<file path="src/hdl/bls_pkg.sv">
// ----------------------------------------------------------------------------
// bls_pkg
// Shared types for the Bresenham line stepper: the action code of an input item.
// ----------------------------------------------------------------------------
package bls_pkg;

    typedef enum logic
    {
        ACTION_START = 1'b0,
        ACTION_STEP  = 1'b1
    } action_t;

endpackage

</file>
<file path="src/hdl/bls_if.sv">
// ----------------------------------------------------------------------------
// bls_in_if / bls_out_if
// Valid/ready channels of the line stepper: commands in, pixels out.
// ----------------------------------------------------------------------------
interface bls_in_if
    import bls_pkg::*;
#(
    parameter int COORD_BITS = 12,
    parameter int COLOR_BITS = 24
);
    logic                         valid;
    logic                         ready;
    action_t                      action;
    logic signed [COORD_BITS-1:0] start_x;
    logic signed [COORD_BITS-1:0] start_y;
    logic signed [COORD_BITS-1:0] end_x;
    logic signed [COORD_BITS-1:0] end_y;
    logic        [COLOR_BITS-1:0] line_color;

    modport source (output valid, action, start_x, start_y, end_x, end_y, line_color,
                    input ready);
    modport sink   (input valid, action, start_x, start_y, end_x, end_y, line_color,
                    output ready);
endinterface

interface bls_out_if
#(
    parameter int COORD_BITS = 12,
    parameter int COLOR_BITS = 24
);
    logic                         valid;
    logic                         ready;
    logic signed [COORD_BITS-1:0] pixel_x;
    logic signed [COORD_BITS-1:0] pixel_y;
    logic        [COLOR_BITS-1:0] pixel_color;
    logic                         last_pixel;

    modport source (output valid, pixel_x, pixel_y, pixel_color, last_pixel, input ready);
    modport sink   (input valid, pixel_x, pixel_y, pixel_color, last_pixel, output ready);
endinterface

</file>
<file path="src/hdl/bresenham_line_stepper_core.sv">
// ----------------------------------------------------------------------------
// bresenham_line_stepper_core
// Integer Bresenham line stepper covering all eight octants.
// ----------------------------------------------------------------------------
// Usage:
//   req carries items: action START latches start point, slope and color and
//   yields the first pixel; action STEP yields the next pixel of the line.
//   A STEP while no line is active yields nothing. A START while a line is
//   active drops it. pix carries one pixel per producing item; last_pixel
//   marks the second endpoint (a zero-length line gives one such pixel).
// Output: the pixel of an accepted item is registered in the output register.
// Throughput: one item per cycle while pix keeps taking pixels. The line state
//   (position, error term, step count) is updated by one add/compare per accepted
//   item, and the output register frees as soon as pix takes its pixel.
// Stall: while the output register holds a pixel that pix does not take,
//   req.ready is low and the line state holds.
// Reset: rst_n clears the active-line flag, the step count and the output valid
//   flag; the block comes up idle with no pixel pending.
// ----------------------------------------------------------------------------
module bresenham_line_stepper_core
    import bls_pkg::*;
#(
    parameter int COORD_BITS = 12,
    parameter int COLOR_BITS = 24
)
(
    input  logic       clk,
    input  logic       rst_n,
    bls_in_if.sink     req,
    bls_out_if.source  pix
);

    localparam int ERR_BITS = COORD_BITS + 3;

    logic                         busy_reg,       busy_next;
    logic signed [COORD_BITS-1:0] cur_x_reg,      cur_x_next;
    logic signed [COORD_BITS-1:0] cur_y_reg,      cur_y_next;
    logic signed [ERR_BITS-1:0]   err_reg,        err_next;
    logic        [COORD_BITS-1:0] steps_left_reg, steps_left_next;
    logic        [COORD_BITS-1:0] major_reg,      major_next;
    logic        [COORD_BITS-1:0] minor_reg,      minor_next;
    logic                         x_major_reg,    x_major_next;
    logic                         x_down_reg,     x_down_next;
    logic                         y_down_reg,     y_down_next;
    logic        [COLOR_BITS-1:0] color_reg,      color_next;
    logic                         out_valid_reg,  out_valid_next;
    logic                         out_last_reg,   out_last_next;

    logic                         in_acc;
    logic signed [COORD_BITS:0]   dx;
    logic signed [COORD_BITS:0]   dy;
    logic        [COORD_BITS-1:0] adx;
    logic        [COORD_BITS-1:0] ady;
    logic                         start_x_major;
    logic        [COORD_BITS-1:0] start_major;
    logic        [COORD_BITS-1:0] start_minor;
    logic                         err_ge;
    logic signed [ERR_BITS-1:0]   err_sub;

    assign req.ready = !out_valid_reg || pix.ready;
    assign in_acc    = req.valid && req.ready;

    assign dx  = {req.end_x[COORD_BITS-1], req.end_x} - {req.start_x[COORD_BITS-1], req.start_x};
    assign dy  = {req.end_y[COORD_BITS-1], req.end_y} - {req.start_y[COORD_BITS-1], req.start_y};
    assign adx = dx[COORD_BITS] ? COORD_BITS'(-dx) : dx[COORD_BITS-1:0];
    assign ady = dy[COORD_BITS] ? COORD_BITS'(-dy) : dy[COORD_BITS-1:0];
    assign start_x_major = ady <= adx;
    assign start_major   = start_x_major ? adx : ady;
    assign start_minor   = start_x_major ? ady : adx;

    assign err_ge  = !err_reg[ERR_BITS-1];
    assign err_sub = err_ge ? err_reg - $signed({2'b00, major_reg, 1'b0}) : err_reg;

    always_comb
    begin
        busy_next       = busy_reg;
        cur_x_next      = cur_x_reg;
        cur_y_next      = cur_y_reg;
        err_next        = err_reg;
        steps_left_next = steps_left_reg;
        major_next      = major_reg;
        minor_next      = minor_reg;
        x_major_next    = x_major_reg;
        x_down_next     = x_down_reg;
        y_down_next     = y_down_reg;
        color_next      = color_reg;
        out_last_next   = out_last_reg;
        out_valid_next  = out_valid_reg && !pix.ready;

        if (in_acc)
        begin
            unique case (req.action)
                ACTION_START:
                begin
                    x_down_next     = req.start_x > req.end_x;
                    y_down_next     = req.start_y > req.end_y;
                    x_major_next    = start_x_major;
                    major_next      = start_major;
                    minor_next      = start_minor;
                    err_next        = $signed({2'b00, start_minor, 1'b0})
                                    - $signed({3'b000, start_major});
                    steps_left_next = start_major;
                    cur_x_next      = req.start_x;
                    cur_y_next      = req.start_y;
                    color_next      = req.line_color;
                    busy_next       = start_major != '0;
                    out_last_next   = start_major == '0;
                    out_valid_next  = 1'b1;
                end
                ACTION_STEP:
                begin
                    if (busy_reg)
                    begin
                        if (x_major_reg || err_ge)
                            cur_x_next = x_down_reg ? cur_x_reg - 1'b1 : cur_x_reg + 1'b1;
                        if (!x_major_reg || err_ge)
                            cur_y_next = y_down_reg ? cur_y_reg - 1'b1 : cur_y_reg + 1'b1;
                        err_next        = err_sub + $signed({2'b00, minor_reg, 1'b0});
                        steps_left_next = steps_left_reg - 1'b1;
                        busy_next       = steps_left_reg != COORD_BITS'(1);
                        out_last_next   = steps_left_reg == COORD_BITS'(1);
                        out_valid_next  = 1'b1;
                    end
                end
                default:
                begin
                    out_valid_next = out_valid_reg && !pix.ready;
                end
            endcase
        end
    end

    always_ff @(posedge clk or negedge rst_n)
    begin
        if (!rst_n)
        begin
            busy_reg       <= 1'b0;
            steps_left_reg <= '0;
            out_valid_reg  <= 1'b0;
        end
        else
        begin
            busy_reg       <= busy_next;
            steps_left_reg <= steps_left_next;
            out_valid_reg  <= out_valid_next;
        end
    end

    always_ff @(posedge clk)
    begin
        cur_x_reg    <= cur_x_next;
        cur_y_reg    <= cur_y_next;
        err_reg      <= err_next;
        major_reg    <= major_next;
        minor_reg    <= minor_next;
        x_major_reg  <= x_major_next;
        x_down_reg   <= x_down_next;
        y_down_reg   <= y_down_next;
        color_reg    <= color_next;
        out_last_reg <= out_last_next;
    end

    assign pix.valid       = out_valid_reg;
    assign pix.pixel_x     = cur_x_reg;
    assign pix.pixel_y     = cur_y_reg;
    assign pix.pixel_color = color_reg;
    assign pix.last_pixel  = out_last_reg;

    a_busy_count: assert property (@(posedge clk) disable iff (!rst_n)
        busy_reg == (steps_left_reg != '0))
        else $error("active-line flag disagrees with step count");

    a_idle_step: assert property (@(posedge clk) disable iff (!rst_n)
        in_acc && req.action == ACTION_STEP && !busy_reg |=> !pix.valid)
        else $error("step while idle produced a pixel");

    a_start_pixel: assert property (@(posedge clk) disable iff (!rst_n)
        in_acc && req.action == ACTION_START
        |=> pix.valid && pix.pixel_x == $past(req.start_x)
            && pix.pixel_y == $past(req.start_y))
        else $error("start item did not yield its first endpoint");

    a_last_idle: assert property (@(posedge clk) disable iff (!rst_n)
        pix.valid && pix.last_pixel |-> !busy_reg)
        else $error("last pixel pending while line still active");

endmodule
</file>
<file path="src/flat_wrapper.sv">
// flat-port wrapper written by rule: the top's interface ports become plain ports
module bresenham_line_stepper_core_flat import bls_pkg::*;
#(
    parameter int COORD_BITS = 12,
    parameter int COLOR_BITS = 24
)
  (clk, rst_n, req_valid, req_action, req_start_x, req_start_y, req_end_x, req_end_y, req_line_color, req_ready, pix_valid, pix_pixel_x, pix_pixel_y, pix_pixel_color, pix_last_pixel, pix_ready);
  bls_in_if #(.COORD_BITS(COORD_BITS), .COLOR_BITS(COLOR_BITS)) req_i ();
  bls_out_if #(.COORD_BITS(COORD_BITS), .COLOR_BITS(COLOR_BITS)) pix_i ();
  input  logic clk;
  input  logic rst_n;
  input wire logic [$bits(req_i.valid)-1:0] req_valid;
  input wire logic [$bits(req_i.action)-1:0] req_action;
  input wire logic [$bits(req_i.start_x)-1:0] req_start_x;
  input wire logic [$bits(req_i.start_y)-1:0] req_start_y;
  input wire logic [$bits(req_i.end_x)-1:0] req_end_x;
  input wire logic [$bits(req_i.end_y)-1:0] req_end_y;
  input wire logic [$bits(req_i.line_color)-1:0] req_line_color;
  output wire logic [$bits(req_i.ready)-1:0] req_ready;
  output wire logic [$bits(pix_i.valid)-1:0] pix_valid;
  output wire logic [$bits(pix_i.pixel_x)-1:0] pix_pixel_x;
  output wire logic [$bits(pix_i.pixel_y)-1:0] pix_pixel_y;
  output wire logic [$bits(pix_i.pixel_color)-1:0] pix_pixel_color;
  output wire logic [$bits(pix_i.last_pixel)-1:0] pix_last_pixel;
  input wire logic [$bits(pix_i.ready)-1:0] pix_ready;
  assign req_i.valid = req_valid;
  assign req_i.action = req_action;
  assign req_i.start_x = req_start_x;
  assign req_i.start_y = req_start_y;
  assign req_i.end_x = req_end_x;
  assign req_i.end_y = req_end_y;
  assign req_i.line_color = req_line_color;
  assign req_ready = req_i.ready;
  assign pix_valid = pix_i.valid;
  assign pix_pixel_x = pix_i.pixel_x;
  assign pix_pixel_y = pix_i.pixel_y;
  assign pix_pixel_color = pix_i.pixel_color;
  assign pix_last_pixel = pix_i.last_pixel;
  assign pix_i.ready = pix_ready;
  bresenham_line_stepper_core #(.COORD_BITS(COORD_BITS), .COLOR_BITS(COLOR_BITS)) u_core (.clk(clk), .rst_n(rst_n), .req(req_i), .pix(pix_i));
endmodule
</file>
<file path="config.mk">
export PLATFORM = sky130hd
export DESIGN_NAME = bresenham_line_stepper_core_flat
export DESIGN_NICKNAME = d
export VERILOG_FILES = /design/src/hdl/bls_pkg.sv /design/src/hdl/bls_if.sv /design/src/hdl/bresenham_line_stepper_core.sv /design/src/flat_wrapper.sv
export SDC_FILE = /design/constraint.sdc
export NUM_CORES = 1
export LEC_CHECK = 0
export ABC_CLOCK_PERIOD_IN_PS = 3700
export BUFFER_PORTS_ARGS = -buffer_cell sky130_fd_sc_hd__buf_2
export CORE_MARGIN = 2
export CORE_UTILIZATION = 30
export CTS_CLUSTER_SIZE = 40
export DETAILED_ROUTE_END_ITERATION = 12
export HOLD_SLACK_MARGIN = 0.05
export PLACE_DENSITY = 0.51
export SLEW_MARGIN = 30
export SYNTH_ARGS = -nofsm -noshare
export SYNTH_HDL_FRONTEND = slang
export SYNTH_SLANG_ARGS = --single-unit
</file>
<file path="constraint.sdc">
create_clock -name clk -period 3.7 [get_ports clk]
set_input_delay 0.74 -clock clk [delete_from_list [all_inputs] [get_ports clk]]
set_output_delay 0.74 -clock clk [all_outputs]
set_load 0.02 [all_outputs]
</file>
; Word level (Yosys, flattened, before mapping)
; Index checks and enable logic that the tools add are counted.
; Widths: inputs -> output; s select.
[totals]
reg_bits = 105
out_inout_bits = 51
elab_cells = 73
[classes]
addsub = 12
magnitude_cmp = 3
eq_ne = 5
mux = 24
bitwise_logic = 1
reduce_logical = 15
[ops]
columns = operator, n
row1 = $mux 12, 11
row2 = $pmux 12 s2, 3
row3 = $sub 12x1->12 const B, 3
row4 = $mux 15, 2
row5 = $pmux 15 s2, 1
row6 = $sub 12x12->13, 2
row7 = $add 12x1->12 const B, 2
row8 = $gt 12x12->1, 2
row9 = $neg 12->12, 2
row10 = $add 15x14->15, 1
row11 = $sub 15x14->15, 1
row12 = $sub 13x12->14, 1
row13 = $eq 12x1->1 const B, 1
row14 = $le 12x12->1, 1
row15 = $logic_not 12->1, 1
row16 = $ne 12x1->1 const B, 1
row17 = $reduce_bool 12->1, 1
row18 = $ne 2x1->1 const B, 3
row19 = $pmux 1 s2, 3
row20 = $reduce_and 3->1, 2
row21 = $logic_not 1->1, 4
row22 = $mux 1, 4
row23 = $reduce_and 2->1, 2
row24 = $logic_or 1x1->1, 3
row25 = 2 further kinds, 3

; Depth between registers and ports, before layout
; Gate-level depths: netlist (run 1).
[depth]
word_depth = 7
ltp_mapped = 41

; Least setup slack after synthesis (run 1)
; Ideal clock, no wire load.
[synth_timing]
path_type = in2reg
start = in req_end_y[0]
end = reg u_core.err_reg[12] (data pin)
t_arrival_ns = 7.102
t_required_ns = 3.430
slack_ns = -3.671
cell_stages = 39
n_path_buf = 3
path_cell_list = inv_1 ha_1 fa_1 nor2b_1 o2111ai_1 nand3b_1 a31oi_1 o221ai_2 nor2_1 xnor2_1 inv_1 ha_1 or4_1 o21ai_0 a21oi_1 o211ai_1 nand2_1 o221ai_2 [3 not listed] buf_6 clkbuf_1 nor2_1 a21oi_1 fa_1 a21o_1 a21oi_1 o21bai_1 a21oi_1 o21bai_1 a21oi_1 o21bai_1 a21oi_1 o21bai_1 a21oi_1 xor2_1 nor2_1 a21oi_1
[synth_via]
elab_chain_len = 7
[synth_lines]
columns = item, line
row1 = start: declaration, flat_wrapper.sv:17  ; input wire logic [$bits(req_i.end_y)-1:0] req_end_y;
row2 = $sub 12x12->13 *, bresenham_line_stepper_core.sv:64  ; assign dy = {req.end_y[COORD_BITS-1], req.end_y} - {req.start_y[COORD_BITS-1], req.start_y};
row3 = $neg 12->12, bresenham_line_stepper_core.sv:66  ; assign ady = dy[COORD_BITS] ? COORD_BITS'(-dy) : dy[COORD_BITS-1:0];
row4 = $mux 12 *, bresenham_line_stepper_core.sv:66
row5 = $le 12x12->1, bresenham_line_stepper_core.sv:67  ; assign start_x_major = ady <= adx;
row6 = $mux 12 *, bresenham_line_stepper_core.sv:69  ; assign start_minor = start_x_major ? ady : adx;
row7 = named net u_core.start_minor[0], bresenham_line_stepper_core.sv:56  ; logic [COORD_BITS-1:0] start_minor;
row8 = $sub 13x12->14 *, bresenham_line_stepper_core.sv:101  ; - $signed({3'b000, start_major});
row9 = $pmux 15 s2 *, bresenham_line_stepper_core.sv:92  ; unique case (req.action)
row10 = end signal: assignment, bresenham_line_stepper_core.sv:153  ; err_reg <= err_next;
row11 = end: declaration, bresenham_line_stepper_core.sv:38  ; logic signed [ERR_BITS-1:0] err_reg, err_next;
; Mark *: on every way through the listed nets, which the timed path passes. The rest lies on a longest branch.
; A chain may end at the register's enable or synchronous reset.

; Worst setup path after layout (run 1)
[layout_timing]
start = in req_end_y[0]
end = reg u_core.err_reg[12] (data pin)
[layout_via]
elab_chain_len = 7
[layout_lines]
columns = item, line
row1 = $sub 12x12->13 *, bresenham_line_stepper_core.sv:64
row2 = $neg 12->12, bresenham_line_stepper_core.sv:66
row3 = $mux 12 *, bresenham_line_stepper_core.sv:66
row4 = $le 12x12->1, bresenham_line_stepper_core.sv:67
row5 = "$mux 12, on equally long branches", "bresenham_line_stepper_core.sv:69, bresenham_line_stepper_core.sv:68"
row6 = $sub 13x12->14 *, bresenham_line_stepper_core.sv:101
row7 = $pmux 15 s2 *, bresenham_line_stepper_core.sv:92
; Mark *: on every way between the ends. The rest lies on a longest branch, timed or not.

==> metrics, run 1 <==
# setup viols final 50; sinks on the clock net approximately 100; sequential fraction of the synthesis area 34.2%; Wirelength per Cell between 10 and 15 µm; Clock Tree Buf Depth 2; Slew Viols, Final 0; total CTS buffers 9; WP data required 3.79 ns; Tot Pwr 11.6 mW; Starting Density 30.3%; Final period util 177%; later-pin clock latency in the skew report ~0.37 ns; # H-tree levels 3; Net Sw Frac 41.2%; fin area 13400 µm²; failing checks negative setup slack; Crit. End Element flop; Hold Fails Final Rpt 0; combined area of the multi-input logic cells approximately 6200 µm²; Fill cells 2855; Layout Nets 1537; Static Leakage a little over 6 nW; Slew @ Worst Pin 0.797 ns; Worst Hold Class in -> async; EDFF count, synth 90; vias 8250; RSZ-0062 raised after global routing true; Max-Cap Viols 0; cells after synthesis 974; vias per cell 4.70; most common cell after layout, fill and taps aside buf_4; share of cells above drive strength 1 42.5%; Int Power 6.84 mW; CP max stage cell or4_4; FMAX 153 MHz; Placed Area 11900 µm²; Tot GR Track Use 15.9%; Seq pwr share 16.0%; setup ws final -2.84 ns; die height 176 µm; die area 31100 µm²; clk slew on worst S/H paths 0.08 ns; CP Class in -> reg; asr flop ratio synth 13.5%; row cnt 63; Setup Skew 0.0112 ns; vias in the first global route 8211; Root Buffer Master clkbuf_16; most frequent cells in the layout 223 x buf_4, 125 x buf_2, 94 x inv_1, 90 x edfxtp_1, 85 x ha_1; # IOs 128; CP peak stage delay about 0.52 ns; first-pass GRT wire length between 30000 and 40000 µm; power density cells 867 nW/µm²; status finished with violations; post-DP HPWL just under 20000 µm; Synthesis Warnings 0; post-route ant nets 0; clock share of power 9.3%; Most common cell on crit path a21oi_2; Post-route DRC 0; 1st-pass router iterations 5; critical path arrival around 6.6 ns; Tmin final 6.54 ns; input/output buffers 127; Register Area 3050 µm²; hold-fix buffers at CTS 0; routed wire length around 25000 µm; #FFs+latches synth 104; Worst VDD drop 499 µV; Die Wd approximately 180 µm; gr ovfl total 0; Rel. slew slack 46.9%; Worst setup SP type input port; FF-to-FF setup slack -0.45 ns; Distinct cells, synth 80; Area growth syn-to-layout 50.5%; Placer Congestion between 0.8 and 0.9; initial antenna violation count 1; mean cell area of the mapped netlist 9.16 µm²; DRT iter0 DRCs 317; Total Neg Setup Slack -78.17 ns; core area 29500 µm²; synthesized cell area 8920 µm²; syn_nets 1152; pin count of the biggest net entering global routing 79; max reg flops 24; combinational share of power 74.8%; critical path fanouts, max 4; Psw approximately 4.8 mW; Main synth FF type edfxtp_1; CTS tree built; ant diodes 0
[per-layer routing]
layer / track usage, % / part of all wire [%] / routed length, µm
met5: 0 / 0.052 / 13
met4: 3.48 / 1.3 / 311
met3: 2.43 / 2.3 / 568
met2: 28.1 / 50 / 12400
met1: 20.4 / 47 / 11600
[cell families after synthesis]
logic type	count (synthesis)	synth area share (%)
muxes	21	2.88
buffers and inverters	135	5.88
and+or+nand+nor	251	13.4
adders and majority gates	101	14.8
xor gates and xnor gates	86	8.45
AOI/OAI and AO/OA	276	20.4
DFF	104	34.2
[power by group through the flow]
stage,Sequential (mW),Clock [mW],Combinational [mW]
floorplan,1.90,0,4.19
global placement,1.88,0,6.82
detailed placement,1.88,0,6.89
CTS,1.86,1.11,8.12
global route,1.89,1.15,9.48
finish,1.86,1.08,8.70
[synthesized netlist by cell type (all sizes together) (8+ instances only)]
master / count / share of area [%]
a21o: 13 / 1.1
a21oi: 88 / 5.0
a31oi: 9 / 0.70
clkbuf: 18 / 0.76
dfrtp: 14 / 3.9
edfxtp: 90 / 30
ha: 94 / 13
inv: 110 / 4.6
mux2: 11 / 1.5
mux2i: 10 / 1.4
nand2: 73 / 3.1
nand2b: 9 / 0.63
nand3: 18 / 1.0
nor2: 74 / 3.1
nor2b: 9 / 0.63
nor3: 13 / 0.73
nor4: 8 / 0.56
o21ai: 61 / 3.4
o21bai: 28 / 2.4
o31ai: 8 / 0.83
or3: 9 / 0.69
xnor2: 53 / 5.2
xor2: 33 / 3.2
[stage by stage]
stage | utilization (%) | cells | hold slack [ns] | worst slack, ns
6_report | 45.5 | 1754 | 0.252 | -2.84
4_1_cts | 44.2 | 1738 | 0.247 | -2.75
2_1_floorplan | - | 974 | 0.444 | -3.07
3_3_place_gp | 40.4 | 1702 | 0.538 | -3.28
3_5_place_dp | 40.4 | 1702 | 0.558 | -3.39
5_1_grt | 45.5 | 1754 | 0.269 | -3.22
[area by class of cell]
cell class                 instances  share of cell area (%)
multi-input combinational        735                    46.2
sequential                       104                    22.7
timing repair buffer             398                    21.7
tap                              390                    3.64
inverter                         111                    3.22
clock buffer                       9                    1.68
clock inverter                     7                   0.755
[final timing paths]
path                                    startpoint                          to  depth (start not counted)
min in group clk                req_line_color[14]  u_core.pix.pixel_color[14]                          1
max in group asynchronous                    rst_n             u_core.busy_reg                          1
worst min-delay path                         rst_n    u_core.steps_left_reg[5]                          1
worst min register to register    u_core.pix.valid            u_core.pix.valid                          2
worst max-delay path                  req_end_y[0]          u_core.err_reg[12]                         37
worst max register to register   u_core.err_reg[2]          u_core.err_reg[14]                         20
[critical path: cells and delay by family]
kind / cells / cell delay [ns]
AOI/OAI and AO/OA: 19 / 2.49
muxes: 1 / 0.32
adders and majority gates: 4 / 1.08
xor gates and xnor gates: 2 / 0.25
and+or+nand+nor: 7 / 1.32
buffers and inverters: 4 / 0.36
[repair_timing]
item / CTS / global route
pin swaps: 49 / 35
cloned: 1 / 0
resized for setup: 148 / 66
buffers inserted: 21 / 30
setup endpoints to repair: 53 / 53
(Power assumes the default switching activity.)
==> run 2, diff against run 1 <==
--- a/config.mk
+++ b/config.mk
@@ -5,14 +5,14 @@
 export SDC_FILE = /design/constraint.sdc
 export NUM_CORES = 1
 export LEC_CHECK = 0
-export ABC_CLOCK_PERIOD_IN_PS = 3700
+export ABC_CLOCK_PERIOD_IN_PS = 6200
 export BUFFER_PORTS_ARGS = -buffer_cell sky130_fd_sc_hd__buf_2
 export CORE_MARGIN = 2
 export CORE_UTILIZATION = 30
 export CTS_CLUSTER_SIZE = 40
 export DETAILED_ROUTE_END_ITERATION = 12
 export HOLD_SLACK_MARGIN = 0.05
-export PLACE_DENSITY = 0.51
+export PLACE_DENSITY = 0.49
 export SLEW_MARGIN = 30
 export SYNTH_ARGS = -nofsm -noshare
 export SYNTH_HDL_FRONTEND = slang
==> constraint.sdc (replaced) <==
create_clock -name clk -period 6.2 [get_ports clk]
set_input_delay 1.24 -clock clk [delete_from_list [all_inputs] [get_ports clk]]
set_output_delay 1.24 -clock clk [all_outputs]
set_load 0.02 [all_outputs]
==> metrics, run 2 (same netlist as run 1, synthesis figures left out) <==
max reg flops 24; critical path fanouts, max 4; Root Buffer Master clkbuf_16; FMAX 142 MHz; CP peak stage delay 0.52 ns; Starting Density approximately 30%; critical path arrival a little over 7 ns; Final period util 114%; worst hold margin 0.553 ns; failing checks negative setup slack; Tot GR Track Use 16.2%; Worst VDD drop 300 µV; vias in the first global route 8312; Area growth syn-to-layout 48.8%; Fill cells between 2000 and 3000; Finished Layout Cells roughly 1700; power density cells 515 nW/µm²; CP max stage cell or4_4; first-pass GRT wire length 40700 µm; ant diodes 0; # IOs between 100 and 150; sinks on the clock net between 100 and 150; status finished with violations; Slew Viols, Final 0; Static Leakage a little under 6 nW; combined area of the multi-input logic cells 6170 µm²; input/output buffers 127; Tmin final 7.05 ns; gr ovfl total 0; # H-tree levels 3; placed insts 1669; Max-Cap Viols 0; Crit. End Element flop; fin area 13300 µm²; die height 176 µm; Slew @ Worst Pin 0.868 ns; most frequent cells in the layout 237 x buf_4, 125 x buf_2, 97 x inv_1, 90 x edfxtp_1, 80 x ha_1; CP Class in -> reg; Placer Congestion 0.838; later-pin clock latency in the skew report 0.37 ns; vias per cell 4.73; Clock Tree Buf Depth 2; Rel. slew slack around 42%; DRT iter0 DRCs between 300 and 400; Register Area between 3000 and 4000 µm²; pin count of the biggest net entering global routing 80; Post-route DRC 0; initial antenna violation count 0; most common cell after layout, fill and taps aside buf_4; post-route ant nets 0; clk slew on worst S/H paths 0.08 ns; row cnt 63; Most common cell on crit path a21oi_2; 1st-pass router iterations 4; routed wire length 25300 µm; Placed Area between 10000 and 15000 µm²; Die Wd 176 µm; RSZ-0062 raised after global routing true; core area 29500 µm²; setup ws final -0.855 ns; FF-to-FF setup slack 1.92 ns; Wirelength per Cell 14.4 µm; CTS tree built; die area approximately 31000 µm²; Setup Skew around 0.013 ns; # setup viols final 11; Tot Pwr about 6.8 mW; vias 8274; total CTS buffers 9; share of cells above drive strength 1 just over 40%; Layout Nets 1532; Worst Hold Class reg -> reg; Worst setup SP type input port; WP data required 6.28 ns; post-DP HPWL approximately 19000 µm; Hold Fails Final Rpt 0
run 2: changes by cell type in the layout (fill, tap and decap cells not counted), moves of 4 or more:
cell,previous run,this run
inv_2,15,11
buf_6,42,24
xor2_1,29,25
a21oi_2,23,15
buf_4,223,237
ha_4,6,12
ha_1,85,80
nor2_4,15,7
a21oi_1,57,67
nor2_1,54,63
run 2: worst max-delay path, delay by kind of cell:
family,cells,cell delay (ns)
and+or+nand+nor,7,1.35
buffers and inverters,4,0.35
adders and majority gates,4,1.11
AOI/OAI and AO/OA,19,2.48
xor gates and xnor gates,2,0.25
muxes,1,0.33
run 2: layout make-up:
type / instances / share of cell area [%]
sequential: 104 / 23.0
timing repair buffer: 393 / 21.1
clock inverter: 7 / 0.754
inverter: 111 / 3.27
clock buffer: 9 / 1.70
tap: 390 / 3.68
multi-input combinational: 735 / 46.5
run 2: metal layers:
metal  GRT usage [%]  wire, µm
met3            2.05       624
met4            6.61       732
met1            20.9     11600
met2            27.6     12300
met5               0         0
run 2: path summary, 6_finish.rpt:
check | cells past startpoint | startpoint | to
hold / removal | 2 | u_core.pix.valid | u_core.pix.valid
min in group asynchronous | 1 | rst_n | u_core.steps_left_reg[11]
setup / recovery | 37 | req_end_y[0] | u_core.err_reg[12]
max in group asynchronous | 1 | rst_n | u_core.steps_left_reg[0]
setup reg to reg | 20 | u_core.err_reg[2] | u_core.err_reg[14]
hold reg to reg | 2 | u_core.pix.valid | u_core.pix.valid
run 2: timing repair:
| item | 4_1_cts | 5_1_grt |
|---|---|---|
| hold buffers | 0 | 0 |
| setup endpoints to repair | 17 | 19 |
| cloned | 1 | 0 |
| pin swaps | 49 | 39 |
| gates resized for setup | 82 | 86 |
| setup buffers | 65 | 21 |
run 2: through the flow:
stage | TNS [ns] | setup slack (ns) | utilization, %
final | -6.73 | -0.855 | 45.0
after CTS | -6.08 | -0.861 | 43.3
after global placement | -15.90 | -1.42 | 39.5
after detailed placement | -18.23 | -1.51 | 39.5
after global routing | -10.98 | -1.27 | 45.0
after floorplan | -6.63 | -1.08 | -
run 2: power breakdown:
| part | total [mW] | internal, mW | leakage (nW) | switching (mW) |
|---|---|---|---|---|
| Combinational | 5.08 | 2.65 | 4.81 | 2.43 |
| Clock | 0.645 | 0.327 | 0.151 | 0.318 |
| Sequential | 1.11 | 1.01 | 1.01 | 0.0964 |
| Total | 6.84 | 3.99 | 5.96 | 2.84 |
